**config.mk**
```make
export PLATFORM = sky130hd
export DESIGN_NAME = feature_delta_regression
export DESIGN_NICKNAME = d
export VERILOG_FILES = /design/src/sv/fdr_pkg.sv /design/src/sv/fdr_ram.sv /design/src/sv/fdr_front.sv /design/src/sv/fdr_queue.sv /design/src/sv/fdr_back.sv /design/src/sv/feature_delta_regression.sv
export SDC_FILE = /design/constraint.sdc
export NUM_CORES = 2
export LEC_CHECK = 0
export BUFFER_PORTS_ARGS = -buffer_cell sky130_fd_sc_hd__buf_2
export CORE_UTILIZATION = 51
export CTS_CLUSTER_SIZE = 12
export DETAILED_ROUTE_END_ITERATION = 8
export PLACE_DENSITY_LB_ADDON = 0.15
export SLEW_MARGIN = 15
export SYNTH_ARGS = -nofsm -noshare
export SYNTH_HDL_FRONTEND = slang
export SYNTH_SLANG_ARGS = --single-unit
```
**constraint.sdc**
```tcl
create_clock -name clk -period 7.1 [get_ports clk]
set_clock_uncertainty 0.2 [all_clocks]
set_input_delay 0 -clock clk [delete_from_list [all_inputs] [get_ports clk]]
set_output_delay 0 -clock clk [all_outputs]
set_load 0.01 [all_outputs]
```
**src/sv/fdr_pkg.sv**
```systemverilog
// Shared types and constants for the feature delta regression block.
// Used by the front, queue, back and top-level modules; depends on nothing.
`timescale 1ns / 1ps
`default_nettype none

package fdr_pkg;

  // Field widths fixed by the stream format
  localparam int COEFF_W  = 16;
  localparam int SLOT_W   = 4;
  localparam int CFG_W    = 5;
  localparam int FRAMES_W = 3;

  // Reset value of the frame size register
  localparam logic [CFG_W-1:0] CFG_RESET = 5'd13;

  // Entries in the command queue between front and back
  localparam int QUEUE_DEPTH = 2;

  // One classified input transaction, as handed from front to back
  typedef struct packed {
    logic signed [COEFF_W-1:0] value;     // incoming coefficient
    logic [SLOT_W-1:0]         slot;      // slot the coefficient is stored in
    logic [CFG_W-1:0]          cnt;       // clamped frame size
    logic [FRAMES_W-1:0]       f_before;  // completed frames before this one
    logic [FRAMES_W-1:0]       f_after;   // completed frames after this one
    logic                      regular;   // a regular delta leaves
    logic                      flush;     // end of utterance: flush last frames
  } fdr_cmd_t;

endpackage

`default_nettype wire

```
**src/sv/fdr_ram.sv**
```systemverilog
// Generic single-port-write, single-port-read RAM with registered read data.
// No dependencies.
`timescale 1ns / 1ps
`default_nettype none

module fdr_ram #(
  parameter int WIDTH = 16,
  parameter int DEPTH = 16
) (
  input  wire logic                                  clk,
  input  wire logic                                  we,
  input  wire logic [(DEPTH > 1 ? $clog2(DEPTH) : 1)-1:0] waddr,
  input  wire logic [WIDTH-1:0]                      wdata,
  input  wire logic [(DEPTH > 1 ? $clog2(DEPTH) : 1)-1:0] raddr,
  output logic [WIDTH-1:0]                           rdata
);

  logic [WIDTH-1:0] mem_r [DEPTH];
  logic [WIDTH-1:0] rdata_r;

  // Write port
  always_ff @(posedge clk) begin
    if (we) begin
      mem_r[waddr] <= wdata;
    end
  end

  // Registered read port
  always_ff @(posedge clk) begin
    rdata_r <= mem_r[raddr];
  end

  assign rdata = rdata_r;

endmodule

`default_nettype wire

```
**src/sv/fdr_front.sv**
```systemverilog
// Front end: holds the frame size register, tracks slot and frame counts,
// and classifies each input transaction into a command. Uses fdr_pkg.
`timescale 1ns / 1ps
`default_nettype none

module fdr_front #(
  parameter int HALF_WINDOW = 2,
  parameter int MAX_COEFFS  = 16
) (
  input  wire logic                              clk,
  input  wire logic                              rst_n,
  input  wire logic                              cfg_wr_en,
  input  wire logic [fdr_pkg::CFG_W-1:0]         cfg_wr_data,
  input  wire logic                              in_valid,
  output logic                                   in_stall,
  input  wire logic signed [fdr_pkg::COEFF_W-1:0] in_coeff_value,
  input  wire logic                              in_utterance_end,
  input  wire logic                              q_full,
  output logic                                   push,
  output fdr_pkg::fdr_cmd_t                      push_cmd
);

  logic [fdr_pkg::CFG_W-1:0]    cfg_r, cfg_nxt;
  logic [fdr_pkg::SLOT_W-1:0]   slot_r, slot_nxt;
  logic [fdr_pkg::FRAMES_W-1:0] frames_r, frames_nxt;

  logic [fdr_pkg::CFG_W-1:0]    cnt;
  logic [fdr_pkg::SLOT_W-1:0]   slot_eff;
  logic                         frame_end;
  logic [fdr_pkg::FRAMES_W-1:0] frames_after;
  logic                         flush;

  // Clamp the frame size into 1..MAX_COEFFS
  always_comb begin
    if (cfg_r == '0) begin
      cnt = fdr_pkg::CFG_W'(1);
    end else if (cfg_r > fdr_pkg::CFG_W'(MAX_COEFFS)) begin
      cnt = fdr_pkg::CFG_W'(MAX_COEFFS);
    end else begin
      cnt = cfg_r;
    end
  end

  // Classify the incoming transaction
  always_comb begin
    if ({1'b0, slot_r} >= cnt) begin
      slot_eff = fdr_pkg::SLOT_W'(cnt - fdr_pkg::CFG_W'(1));
    end else begin
      slot_eff = slot_r;
    end
    frame_end = ({1'b0, slot_eff} == (cnt - fdr_pkg::CFG_W'(1)));
    if (frame_end && (frames_r < fdr_pkg::FRAMES_W'(2 * HALF_WINDOW))) begin
      frames_after = frames_r + fdr_pkg::FRAMES_W'(1);
    end else begin
      frames_after = frames_r;
    end
    flush = frame_end && in_utterance_end;
  end

  // Hand the command to the queue when there is room
  assign in_stall = q_full;
  assign push     = in_valid && !q_full;

  always_comb begin
    push_cmd.value    = in_coeff_value;
    push_cmd.slot     = slot_eff;
    push_cmd.cnt      = cnt;
    push_cmd.f_before = frames_r;
    push_cmd.f_after  = frames_after;
    push_cmd.regular  = (frames_r >= fdr_pkg::FRAMES_W'(HALF_WINDOW));
    push_cmd.flush    = flush;
  end

  // Advance slot and frame counters on each accepted transaction
  always_comb begin
    cfg_nxt    = cfg_wr_en ? cfg_wr_data : cfg_r;
    slot_nxt   = slot_r;
    frames_nxt = frames_r;
    if (push) begin
      slot_nxt   = frame_end ? '0 : slot_eff + fdr_pkg::SLOT_W'(1);
      frames_nxt = flush ? '0 : frames_after;
    end
  end

  always_ff @(posedge clk) begin
    if (!rst_n) begin
      cfg_r    <= fdr_pkg::CFG_RESET;
      slot_r   <= '0;
      frames_r <= '0;
    end else begin
      cfg_r    <= cfg_nxt;
      slot_r   <= slot_nxt;
      frames_r <= frames_nxt;
    end
  end

endmodule

`default_nettype wire

```
**src/sv/fdr_queue.sv**
```systemverilog
// Short command queue between the front end and the back end.
// Uses fdr_pkg for the command type and depth.
`timescale 1ns / 1ps
`default_nettype none

module fdr_queue (
  input  wire logic              clk,
  input  wire logic              rst_n,
  input  wire logic              push,
  input  wire fdr_pkg::fdr_cmd_t push_cmd,
  input  wire logic              pop,
  output fdr_pkg::fdr_cmd_t      head,
  output logic                   full,
  output logic                   empty
);

  localparam int PW = (fdr_pkg::QUEUE_DEPTH > 1) ? $clog2(fdr_pkg::QUEUE_DEPTH) : 1;
  localparam int CW = $clog2(fdr_pkg::QUEUE_DEPTH + 1);

  fdr_pkg::fdr_cmd_t entry_r [fdr_pkg::QUEUE_DEPTH];
  logic [PW-1:0] wr_ptr_r, wr_ptr_nxt;
  logic [PW-1:0] rd_ptr_r, rd_ptr_nxt;
  logic [CW-1:0] count_r, count_nxt;

  assign full  = (count_r == CW'(fdr_pkg::QUEUE_DEPTH));
  assign empty = (count_r == '0);
  assign head  = entry_r[rd_ptr_r];

  // Advance pointers and occupancy
  always_comb begin
    wr_ptr_nxt = wr_ptr_r;
    rd_ptr_nxt = rd_ptr_r;
    count_nxt  = count_r;
    if (push) begin
      wr_ptr_nxt = (wr_ptr_r == PW'(fdr_pkg::QUEUE_DEPTH - 1)) ? '0 : wr_ptr_r + PW'(1);
    end
    if (pop) begin
      rd_ptr_nxt = (rd_ptr_r == PW'(fdr_pkg::QUEUE_DEPTH - 1)) ? '0 : rd_ptr_r + PW'(1);
    end
    if (push && !pop) begin
      count_nxt = count_r + CW'(1);
    end else if (pop && !push) begin
      count_nxt = count_r - CW'(1);
    end
  end

  always_ff @(posedge clk) begin
    if (!rst_n) begin
      wr_ptr_r <= '0;
      rd_ptr_r <= '0;
      count_r  <= '0;
    end else begin
      wr_ptr_r <= wr_ptr_nxt;
      rd_ptr_r <= rd_ptr_nxt;
      count_r  <= count_nxt;
    end
  end

  // Store pushed commands
  always_ff @(posedge clk) begin
    if (push) begin
      entry_r[wr_ptr_r] <= push_cmd;
    end
  end

endmodule

`default_nettype wire

```
**src/sv/fdr_back.sv**
```systemverilog
// Back end: sequencer that reads the frame history, shifts in new values,
// forms each delta and divides it, and drives the output register.
// Uses fdr_pkg and one fdr_ram for the history.
`timescale 1ns / 1ps
`default_nettype none

module fdr_back #(
  parameter int HALF_WINDOW = 2,
  parameter int MAX_COEFFS  = 16
) (
  input  wire logic                               clk,
  input  wire logic                               rst_n,
  input  wire fdr_pkg::fdr_cmd_t                  head,
  input  wire logic                               empty,
  output logic                                    pop,
  output logic                                    out_valid,
  input  wire logic                               out_stall,
  output logic signed [fdr_pkg::COEFF_W-1:0]      out_delta_value,
  output logic [fdr_pkg::SLOT_W-1:0]              out_coeff_slot,
  output logic                                    out_run_last
);

  localparam int CW    = fdr_pkg::COEFF_W;
  localparam int NTAP  = 2 * HALF_WINDOW;
  localparam int RW    = CW * NTAP;
  localparam int AW    = (MAX_COEFFS > 1) ? $clog2(MAX_COEFFS) : 1;
  localparam int JW    = (HALF_WINDOW > 1) ? $clog2(HALF_WINDOW) : 1;
  localparam int NEXT  = 3 * HALF_WINDOW + 1;
  localparam int PW    = $clog2(NEXT);
  localparam int SW    = CW + 1 + $clog2(HALF_WINDOW * (HALF_WINDOW + 1) / 2 + 1);
  localparam int MW    = SW - 1;
  localparam int DENOM = HALF_WINDOW * (HALF_WINDOW + 1) * (2 * HALF_WINDOW + 1) / 3;
  localparam int RECIP = (1 << MW) / DENOM;

  // Sequencer states
  localparam logic [2:0] ST_IDLE = 3'd0;
  localparam logic [2:0] ST_RD   = 3'd1;
  localparam logic [2:0] ST_SUM  = 3'd2;
  localparam logic [2:0] ST_MUL  = 3'd3;
  localparam logic [2:0] ST_DIV  = 3'd4;
  localparam logic [2:0] ST_OUT  = 3'd5;

  logic [2:0]                       state_r, state_nxt;
  fdr_pkg::fdr_cmd_t                cmd_r, cmd_nxt;
  logic                             phase_reg_r, phase_reg_nxt;
  logic [JW-1:0]                    j_r, j_nxt;
  logic [fdr_pkg::SLOT_W-1:0]       i_r, i_nxt;
  logic signed [SW-1:0]             sum_r, sum_nxt;
  logic [MW-1:0]                    mag_r, mag_nxt;
  logic                             neg_r, neg_nxt;
  logic [2*MW-1:0]                  prod_r, prod_nxt;

  logic                             out_valid_r, out_valid_nxt;
  logic signed [CW-1:0]             out_value_r, out_value_nxt;
  logic [fdr_pkg::SLOT_W-1:0]       out_slot_r, out_slot_nxt;
  logic                             out_last_r, out_last_nxt;

  logic                             ram_we;
  logic [AW-1:0]                    ram_raddr;
  logic [RW-1:0]                    ram_wdata;
  logic [RW-1:0]                    ram_rdata;

  logic [JW-1:0]                    j_sel;
  logic [JW-1:0]                    j_start;
  logic [fdr_pkg::FRAMES_W-1:0]     f_sel;
  logic signed [CW-1:0]             extp [NEXT];
  logic [PW-1:0]                    pa, pb;
  logic signed [SW-1:0]             acc;
  logic [MW-1:0]                    q0, qd, rem, q;
  logic [fdr_pkg::SLOT_W-1:0]       cur_slot;
  logic                             i_last;
  logic                             is_last;
  logic                             out_load;

  // Frame history: one row per slot, all taps of that slot side by side
  fdr_ram #(
    .WIDTH (RW),
    .DEPTH (MAX_COEFFS)
  ) u_hist (
    .clk   (clk),
    .we    (ram_we),
    .waddr (cmd_r.slot[AW-1:0]),
    .wdata (ram_wdata),
    .raddr (ram_raddr),
    .rdata (ram_rdata)
  );

  // Current slot, window position and frame count in use
  assign cur_slot  = phase_reg_r ? cmd_r.slot : i_r;
  assign ram_raddr = cur_slot[AW-1:0];
  assign j_sel     = phase_reg_r ? JW'(HALF_WINDOW - 1) : j_r;
  assign f_sel     = phase_reg_r ? cmd_r.f_before : cmd_r.f_after;
  assign ram_we    = (state_r == ST_SUM) && phase_reg_r;
  assign ram_wdata = (NTAP > 1) ? {ram_rdata[RW-CW-1:0], cmd_r.value} : RW'(cmd_r.value);

  // First flush row: newest frame that still has HALF_WINDOW frames of history
  always_comb begin
    if (cmd_r.f_after >= fdr_pkg::FRAMES_W'(HALF_WINDOW)) begin
      j_start = JW'(HALF_WINDOW - 1);
    end else begin
      j_start = JW'(cmd_r.f_after - fdr_pkg::FRAMES_W'(1));
    end
  end

  assign i_last  = ({1'b0, i_r} == (cmd_r.cnt - fdr_pkg::CFG_W'(1)));
  assign is_last = phase_reg_r ? !cmd_r.flush : ((j_r == '0) && i_last);

  // Build the zero-padded window and the weighted difference sum
  always_comb begin
    for (int p = 0; p < NEXT; p++) begin
      if (p < HALF_WINDOW) begin
        extp[p] = '0;
      end else if (p == HALF_WINDOW) begin
        extp[p] = phase_reg_r ? cmd_r.value : '0;
      end else if (fdr_pkg::FRAMES_W'(p - HALF_WINDOW - 1) < f_sel) begin
        extp[p] = $signed(ram_rdata[CW*(p-HALF_WINDOW-1) +: CW]);
      end else begin
        extp[p] = '0;
      end
    end
    acc = '0;
    pa  = '0;
    pb  = '0;
    for (int n = 1; n <= HALF_WINDOW; n++) begin
      pa  = PW'(j_sel) + PW'(HALF_WINDOW + 1 - n);
      pb  = PW'(j_sel) + PW'(HALF_WINDOW + 1 + n);
      acc = acc + SW'(n) * (SW'(extp[pa]) - SW'(extp[pb]));
    end
  end

  // Divide by the constant denominator: reciprocal multiply, then one fix-up
  always_comb begin
    q0  = prod_r[2*MW-1:MW];
    qd  = MW'(q0 * MW'(DENOM));
    rem = mag_r - qd;
    q   = (rem >= MW'(DENOM)) ? q0 + MW'(1) : q0;
  end

  assign out_load = !out_valid_r || !out_stall;
  assign pop      = (state_r == ST_IDLE) && !empty;

  // Sequencer
  always_comb begin
    state_nxt     = state_r;
    cmd_nxt       = cmd_r;
    phase_reg_nxt = phase_reg_r;
    j_nxt         = j_r;
    i_nxt         = i_r;
    sum_nxt       = sum_r;
    mag_nxt       = mag_r;
    neg_nxt       = neg_r;
    prod_nxt      = prod_r;
    out_value_nxt = out_value_r;
    out_slot_nxt  = out_slot_r;
    out_last_nxt  = out_last_r;
    out_valid_nxt = out_stall ? out_valid_r : 1'b0;
    case (state_r)
      ST_IDLE: begin
        // Every command first shifts its value into the history row
        if (!empty) begin
          cmd_nxt       = head;
          phase_reg_nxt = 1'b1;
          state_nxt     = ST_RD;
        end
      end
      ST_RD: begin
        state_nxt = ST_SUM;
      end
      ST_SUM: begin
        sum_nxt = acc;
        if (phase_reg_r && !cmd_r.regular) begin
          // No regular result: history is updated, go flush or finish
          if (cmd_r.flush) begin
            phase_reg_nxt = 1'b0;
            i_nxt         = '0;
            j_nxt         = j_start;
            state_nxt     = ST_RD;
          end else begin
            state_nxt = ST_IDLE;
          end
        end else begin
          state_nxt = ST_MUL;
        end
      end
      ST_MUL: begin
        neg_nxt   = sum_r[SW-1];
        mag_nxt   = sum_r[SW-1] ? MW'(-sum_r) : MW'(sum_r);
        state_nxt = ST_DIV;
      end
      ST_DIV: begin
        // mag_r is settled here; product is registered for the fix-up
        prod_nxt  = (2*MW)'(mag_r) * (2*MW)'(RECIP);
        state_nxt = ST_OUT;
      end
      ST_OUT: begin
        if (out_load) begin
          out_valid_nxt = 1'b1;
          out_value_nxt = neg_r ? -CW'(q) : CW'(q);
          out_slot_nxt  = cur_slot;
          out_last_nxt  = is_last;
          if (is_last) begin
            state_nxt = ST_IDLE;
          end else if (phase_reg_r) begin
            phase_reg_nxt = 1'b0;
            i_nxt         = '0;
            j_nxt         = j_start;
            state_nxt     = ST_RD;
          end else begin
            if (i_last) begin
              i_nxt = '0;
              j_nxt = j_r - JW'(1);
            end else begin
              i_nxt = i_r + fdr_pkg::SLOT_W'(1);
            end
            state_nxt = ST_RD;
          end
        end
      end
      default: begin
        state_nxt = ST_IDLE;
      end
    endcase
  end

  // Control state
  always_ff @(posedge clk) begin
    if (!rst_n) begin
      state_r     <= ST_IDLE;
      out_valid_r <= 1'b0;
    end else begin
      state_r     <= state_nxt;
      out_valid_r <= out_valid_nxt;
    end
  end

  // Datapath and command registers
  always_ff @(posedge clk) begin
    cmd_r       <= cmd_nxt;
    phase_reg_r <= phase_reg_nxt;
    j_r         <= j_nxt;
    i_r         <= i_nxt;
    sum_r       <= sum_nxt;
    mag_r       <= mag_nxt;
    neg_r       <= neg_nxt;
    prod_r      <= prod_nxt;
    out_value_r <= out_value_nxt;
    out_slot_r  <= out_slot_nxt;
    out_last_r  <= out_last_nxt;
  end

  assign out_valid       = out_valid_r;
  assign out_delta_value = out_value_r;
  assign out_coeff_slot  = out_slot_r;
  assign out_run_last    = out_last_r;

endmodule

`default_nettype wire

```
**src/sv/feature_delta_regression.sv**
```systemverilog
// Delta regression over a stream of feature frames: the top level.
// Instantiates fdr_front, fdr_queue and fdr_back; uses fdr_pkg.
//   Input transactions carry one signed Q8.8 coefficient, frame-major, plus
//   an end mark on the last coefficient of the utterance. The result for
//   slot i of frame t leaves with slot i of frame t+HALF_WINDOW; the end mark
//   also flushes up to HALF_WINDOW final frames, one result per slot per
//   frame, with run_last high on the final result of each transaction.
//   cfg_wr_en/cfg_wr_data set coefficients per frame (reset 13); write it
//   only while the block is idle.
// Sequencing:
//   The back end pops a command only while idle and finishes it first;
//   each result steps through history read, sum, magnitude, reciprocal
//   multiply, fix-up and output load. A transaction with no result still
//   rewrites its history row and returns to idle after the sum. A flush of
//   F frames of C slots repeats the result steps once per slot per frame. A
//   2-entry command queue lets the front keep accepting while the back works.
// Reset and stall:
//   rst_n (synchronous, active low) clears counters, queue and output valid;
//   history is masked by the frame count. While out_stall is high the output
//   holds, the back end waits, and once the queue is full in_stall rises.

`timescale 1ns / 1ps
`default_nettype none

module feature_delta_regression #(
  parameter int HALF_WINDOW = 2,
  parameter int MAX_COEFFS  = 16
) (
  input  wire logic                               clk,
  input  wire logic                               rst_n,
  input  wire logic                               cfg_wr_en,
  input  wire logic [fdr_pkg::CFG_W-1:0]          cfg_wr_data,
  input  wire logic                               in_valid,
  output logic                                    in_stall,
  input  wire logic signed [fdr_pkg::COEFF_W-1:0] in_coeff_value,
  input  wire logic                               in_utterance_end,
  output logic                                    out_valid,
  input  wire logic                               out_stall,
  output logic signed [fdr_pkg::COEFF_W-1:0]      out_delta_value,
  output logic [fdr_pkg::SLOT_W-1:0]              out_coeff_slot,
  output logic                                    out_run_last
);

  fdr_pkg::fdr_cmd_t push_cmd;
  fdr_pkg::fdr_cmd_t head;
  logic              push;
  logic              pop;
  logic              q_full;
  logic              q_empty;

  // Accept and classify
  fdr_front #(
    .HALF_WINDOW (HALF_WINDOW),
    .MAX_COEFFS  (MAX_COEFFS)
  ) u_front (
    .clk              (clk),
    .rst_n            (rst_n),
    .cfg_wr_en        (cfg_wr_en),
    .cfg_wr_data      (cfg_wr_data),
    .in_valid         (in_valid),
    .in_stall         (in_stall),
    .in_coeff_value   (in_coeff_value),
    .in_utterance_end (in_utterance_end),
    .q_full           (q_full),
    .push             (push),
    .push_cmd         (push_cmd)
  );

  // Decouple front and back
  fdr_queue u_queue (
    .clk      (clk),
    .rst_n    (rst_n),
    .push     (push),
    .push_cmd (push_cmd),
    .pop      (pop),
    .head     (head),
    .full     (q_full),
    .empty    (q_empty)
  );

  // Compute and deliver results
  fdr_back #(
    .HALF_WINDOW (HALF_WINDOW),
    .MAX_COEFFS  (MAX_COEFFS)
  ) u_back (
    .clk             (clk),
    .rst_n           (rst_n),
    .head            (head),
    .empty           (q_empty),
    .pop             (pop),
    .out_valid       (out_valid),
    .out_stall       (out_stall),
    .out_delta_value (out_delta_value),
    .out_coeff_slot  (out_coeff_slot),
    .out_run_last    (out_run_last)
  );

endmodule

`default_nettype wire

```
==> impl_table.tex <==
\begin{tabular}{lr}
\hline
Metric & Value \\
\hline
\multicolumn{2}{l}{\textbf{Synthesis}} \\
Flop and latch count out of synthesis & 1287 \\
Post-synth EDFFs & about 1200 \\
Synthesized instance count & roughly 4700 \\
Nets in the synthesized netlist & between 5000 and 6000 \\
Ys async rst share & 0 \\
Register area share after synthesis & 0.648 \\
Post-synthesis cell type count & 82 \\
Average instance area after synthesis & roughly 12 sq um \\
Post-synth design cell area & between 50000 and 60000 sq um \\
Predominant post-synthesis flop cell & edfxtp\_1 \\
Yosys warns & 0 \\
\multicolumn{2}{l}{\textbf{Global routing}} \\
Number of antenna violations at the first check in global routing & 0 \\
Vias in the first global route & around 36000 \\
Maximum number of pins on one net before global-route repair & between 100 and 150 \\
First-pass GRT wire length & 218 mm \\
Aggregate global routing overflow & 0 \\
Total routing resource utilization after global routing & 0.246 \\
\multicolumn{2}{l}{\textbf{Clocking}} \\
Clock tree root buffer cell & clkbuf\_16 \\
Clock buffers created by TritonCTS & roughly 140 \\
CTS tree & built \\
Clock insertion delay at the later pin of the skew report & between 700 and 800 ps \\
TritonCTS Sinks & 1287 \\
Clock-pin slew on the worst setup and hold paths & roughly 60 ps \\
H-tree depth reported by CTS & 4 \\
Post-CTS Setup Repair Bufs & 0 \\
Buffer depth of the longest clock path & 3 \\
\multicolumn{2}{l}{\textbf{Pwr}} \\
Internal power of the cells & between 20000 and 25000 uW \\
Portion of total power attributed to the clock network & 0.198 \\
Worst vdd ir & around 0.6 mV \\
Sw Share & 0.407 \\
Net switching power & about 14000 uW \\
Flop pwr share & 0.340 \\
Share of power burned in combinational logic & 0.462 \\
Static Leak & approximately 0.024 uW \\
Total power per unit cell area & roughly 530 nW/um\^{}2 \\
\multicolumn{2}{l}{\textbf{Layout}} \\
Most used cells in the layout excluding fill and tap cells & edfxtp\_1 (1203), nand2\_1 (1111), nand3\_1 (541) \\
Post-route core utilization & 0.578 \\
Most common cell after layout, fill and taps aside & edfxtp\_1 \\
Area growth from synthesis to final layout & 12.0\% \\
Final net count & $\sim$5200 \\
Share of cells above drive strength 1 & 0.0791 \\
Count of non-filler cells in the finished layout & between 6000 and 7000 \\
\multicolumn{2}{l}{\textbf{Timing}} \\
Final setup violating endpoints & 0 \\
Worst rel slew slack & 0.238 \\
Final Slew Violations & 0 \\
Minimum hold slack & between 150 and 200 ps \\
Unrepaired setup endpoints after global routing & false \\
Slew of the pin with the lowest slew margin & about 1100 ps \\
Maximum clock frequency & approximately 0.15 GHz \\
Number of hold-slack violations in the final timing report & 0 \\
Time the final worst path needs with I/O delays and setup & $\sim$6600 ps \\
Crit share post-route & 0.933 \\
Final-layout setup total negative slack & 0 ps \\
Final worst setup slack & around 480 ps \\
\multicolumn{2}{l}{\textbf{Critical path}} \\
Type of the setup path with the least slack & register to register \\
Peak per-stage delay on the critical path & $\sim$500 ps \\
Arrival time of the worst setup path & $\sim$6900 ps \\
Worst-path fanout max & 7 \\
Crit end category & register \\
Nature of the critical path startpoint & register \\
Crit path from & u\_back.prod\_r[19]\$\_DFFE\_PP\_ \\
Data required time at the worst endpoint & 7400 ps \\
Worst reg-to-reg path cell count & 28 \\
Slowest-stage cell, CP & edfxtp\_1 \\
Most common cell type on the critical path & ha\_1 \\
FF-to-FF Start & u\_back.prod\_r[19]\$\_DFFE\_PP\_ \\
\multicolumn{2}{l}{\textbf{Die}} \\
Area of the placeable core & 113000 sq um \\
Chip Width & 340 um \\
Vertical die dimension & between 300 and 400 um \\
Die Area & 116000 sq um \\
Top Ports & 50 \\
Effective utilization at floorplan & 0.516 \\
Row count & approximately 120 \\
\multicolumn{2}{l}{\textbf{Place}} \\
Buffers added on ports & 49 \\
Placed Cells incl. Taps & between 6000 and 7000 \\
Worst slack, placed & between 400 and 500 ps \\
Routability cong. & approximately 0.85 \\
Total half-perimeter wirelength after legalization and detailed placement & just under 80 mm \\
\multicolumn{2}{l}{\textbf{Routing}} \\
Antenna violation net count after detailed routing & 0 \\
Number of vias per cell & a little under 6 \\
Wirelength, routed & around 140 mm \\
Number of DRC violations after detailed routing & 0 \\
Via count & roughly 37000 \\
Initial drt markers & around 3300 \\
Count of TritonRoute iterations in the first routing pass & 5 \\
Avg WL per Cell & 22.2 um \\
\multicolumn{2}{l}{\textbf{Worst hold path}} \\
Startpoint of the worst hold path & out\_stall \\
Worst hold path cell count & 6 \\
Worst hold path class & input pin to register \\
\multicolumn{2}{l}{\textbf{Status}} \\
Outcome & finished clean \\
\multicolumn{2}{l}{\textbf{Flow run}} \\
Max-cap viol count & 0 \\
\hline
\end{tabular}
==> power groups by stage <==
stage                     sequential (uW)  combinational, uW  clock [uW]
after floorplan                     11200              11800           0
after global placement              11800              15700           0
after detailed placement            11900              15900           0
after CTS                           11700              16000        6920
after global routing                11800              17800        7210
final                               11700              16000        6830
==> Yosys cell counts, drive strengths merged (5+ instances only) <==
master      n  area [sq um]
dfxtp      84          1680
o21ai      71           355
o21bai      8          63.8
fa         84          1680
inv       167           627
and3       70           439
o41ai       6          60.1
nor2b      26           163
nand3     541          2710
buf        22           105
mux2i      16           173
a31oi      71           444
ha        235          2940
nor4        9          68.8
xor2       31           272
nor3b      10          75.1
a22oi      32           240
nand4       9          62.6
o211ai     10          85.1
a21o       22           165
or3         9          56.3
nor2      116           435
nor3       46           230
o22ai       5          31.3
or2         6          37.5
a211oi     11          82.6
mux2       38           428
nand2b     24           150
edfxtp   1203         36100
a21boi     15           113
o31ai       6          50.1
xnor2      88           778
o21a       13          97.6
a2bb2oi     5          43.8
a21oi      73           369
nand2    1111          4170
nand3b      5          37.5
clkbuf    229           860
a311oi    128          1120
and2       39           244
==> registers in the layout, summed over array words and instances, names as in the netlist, 15 cells and up <==
name and cells:
u_back.out_delta_value 16, u_back.u_hist.mem_r 1024, u_back.cmd_r 33, u_back.sum_r 19, u_queue.entry_r 66, u_back.prod_r 15, u_back.u_hist.rdata 64, u_back.mag_r 18
==> path summary, 6_finish.rpt <==
path	endpoint	slack [ps]
min reg2reg	u_back.mag_r[0]$_DFFE_PN_	310
max reg2reg	u_back.out_delta_value[14]$_DFFE_PP_	480
max	u_back.out_delta_value[14]$_DFFE_PP_	480
min	u_back.state_r[0]$_SDFFE_PN0P_	170
==> area by class of cell <==
class / count / area, sq um
Sequential cell: 1287 / 37800
Clock inverter: 33 / 349
Clock buffer: 223 / 3950
Multi-Input combinational cell: 3040 / 19100
Timing Repair Buffer: 180 / 1570
Antenna cell: 1 / 2.50
Fill cell: 9185 / 47600
Inverter: 168 / 648
Tap cell: 1500 / 1880
==> worst max-delay path: cells and delay by family (launching register included) <==
family,cells,cell delay (ps)
adder cells (fa/ha/maj),5,1520
XOR/XNOR,2,260
AND/OR/NAND/NOR,9,1460
AO/OA/AOI/OAI,10,1960
flip-flops,1,500
multiplexers,2,490
==> kinds of logic after synthesis <==
group	synth area share
and+or+nand+nor	0.154
DFF	0.648
AOI/OAI and AO/OA	0.0631
buffers and inverters	0.0273
adders and majority gates	0.0792
xor gates and xnor gates	0.0180
muxes	0.0103
==> per-stage QoR <==
step / instance area, sq um / total power (uW)
finish: 65300 / 34500
global route: 65300 / 36900
CTS: 65300 / 34700
detailed placement: 60400 / 27700
global placement: 60400 / 27500
floorplan: 58300 / 23000
==> what timing repair did <==
action / in CTS / in global routing
resized for setup: 0 / 2
hold buffers: 62 / 0
endpoints found under the setup margin: 0 / 3
endpoints found under the hold margin: 81 / 0
==> routing by layer <==
layer  global-route usage  share of wire  vias to the layer above
li1                     -              -                    17400
met1                0.343           0.44                    18500
met2                0.408           0.48                     1066
met3               0.0324          0.054                      192
met5                    0              0                        -
met4               0.0629          0.019                        0
Note: power is estimated with default switching activity, not from simulation.
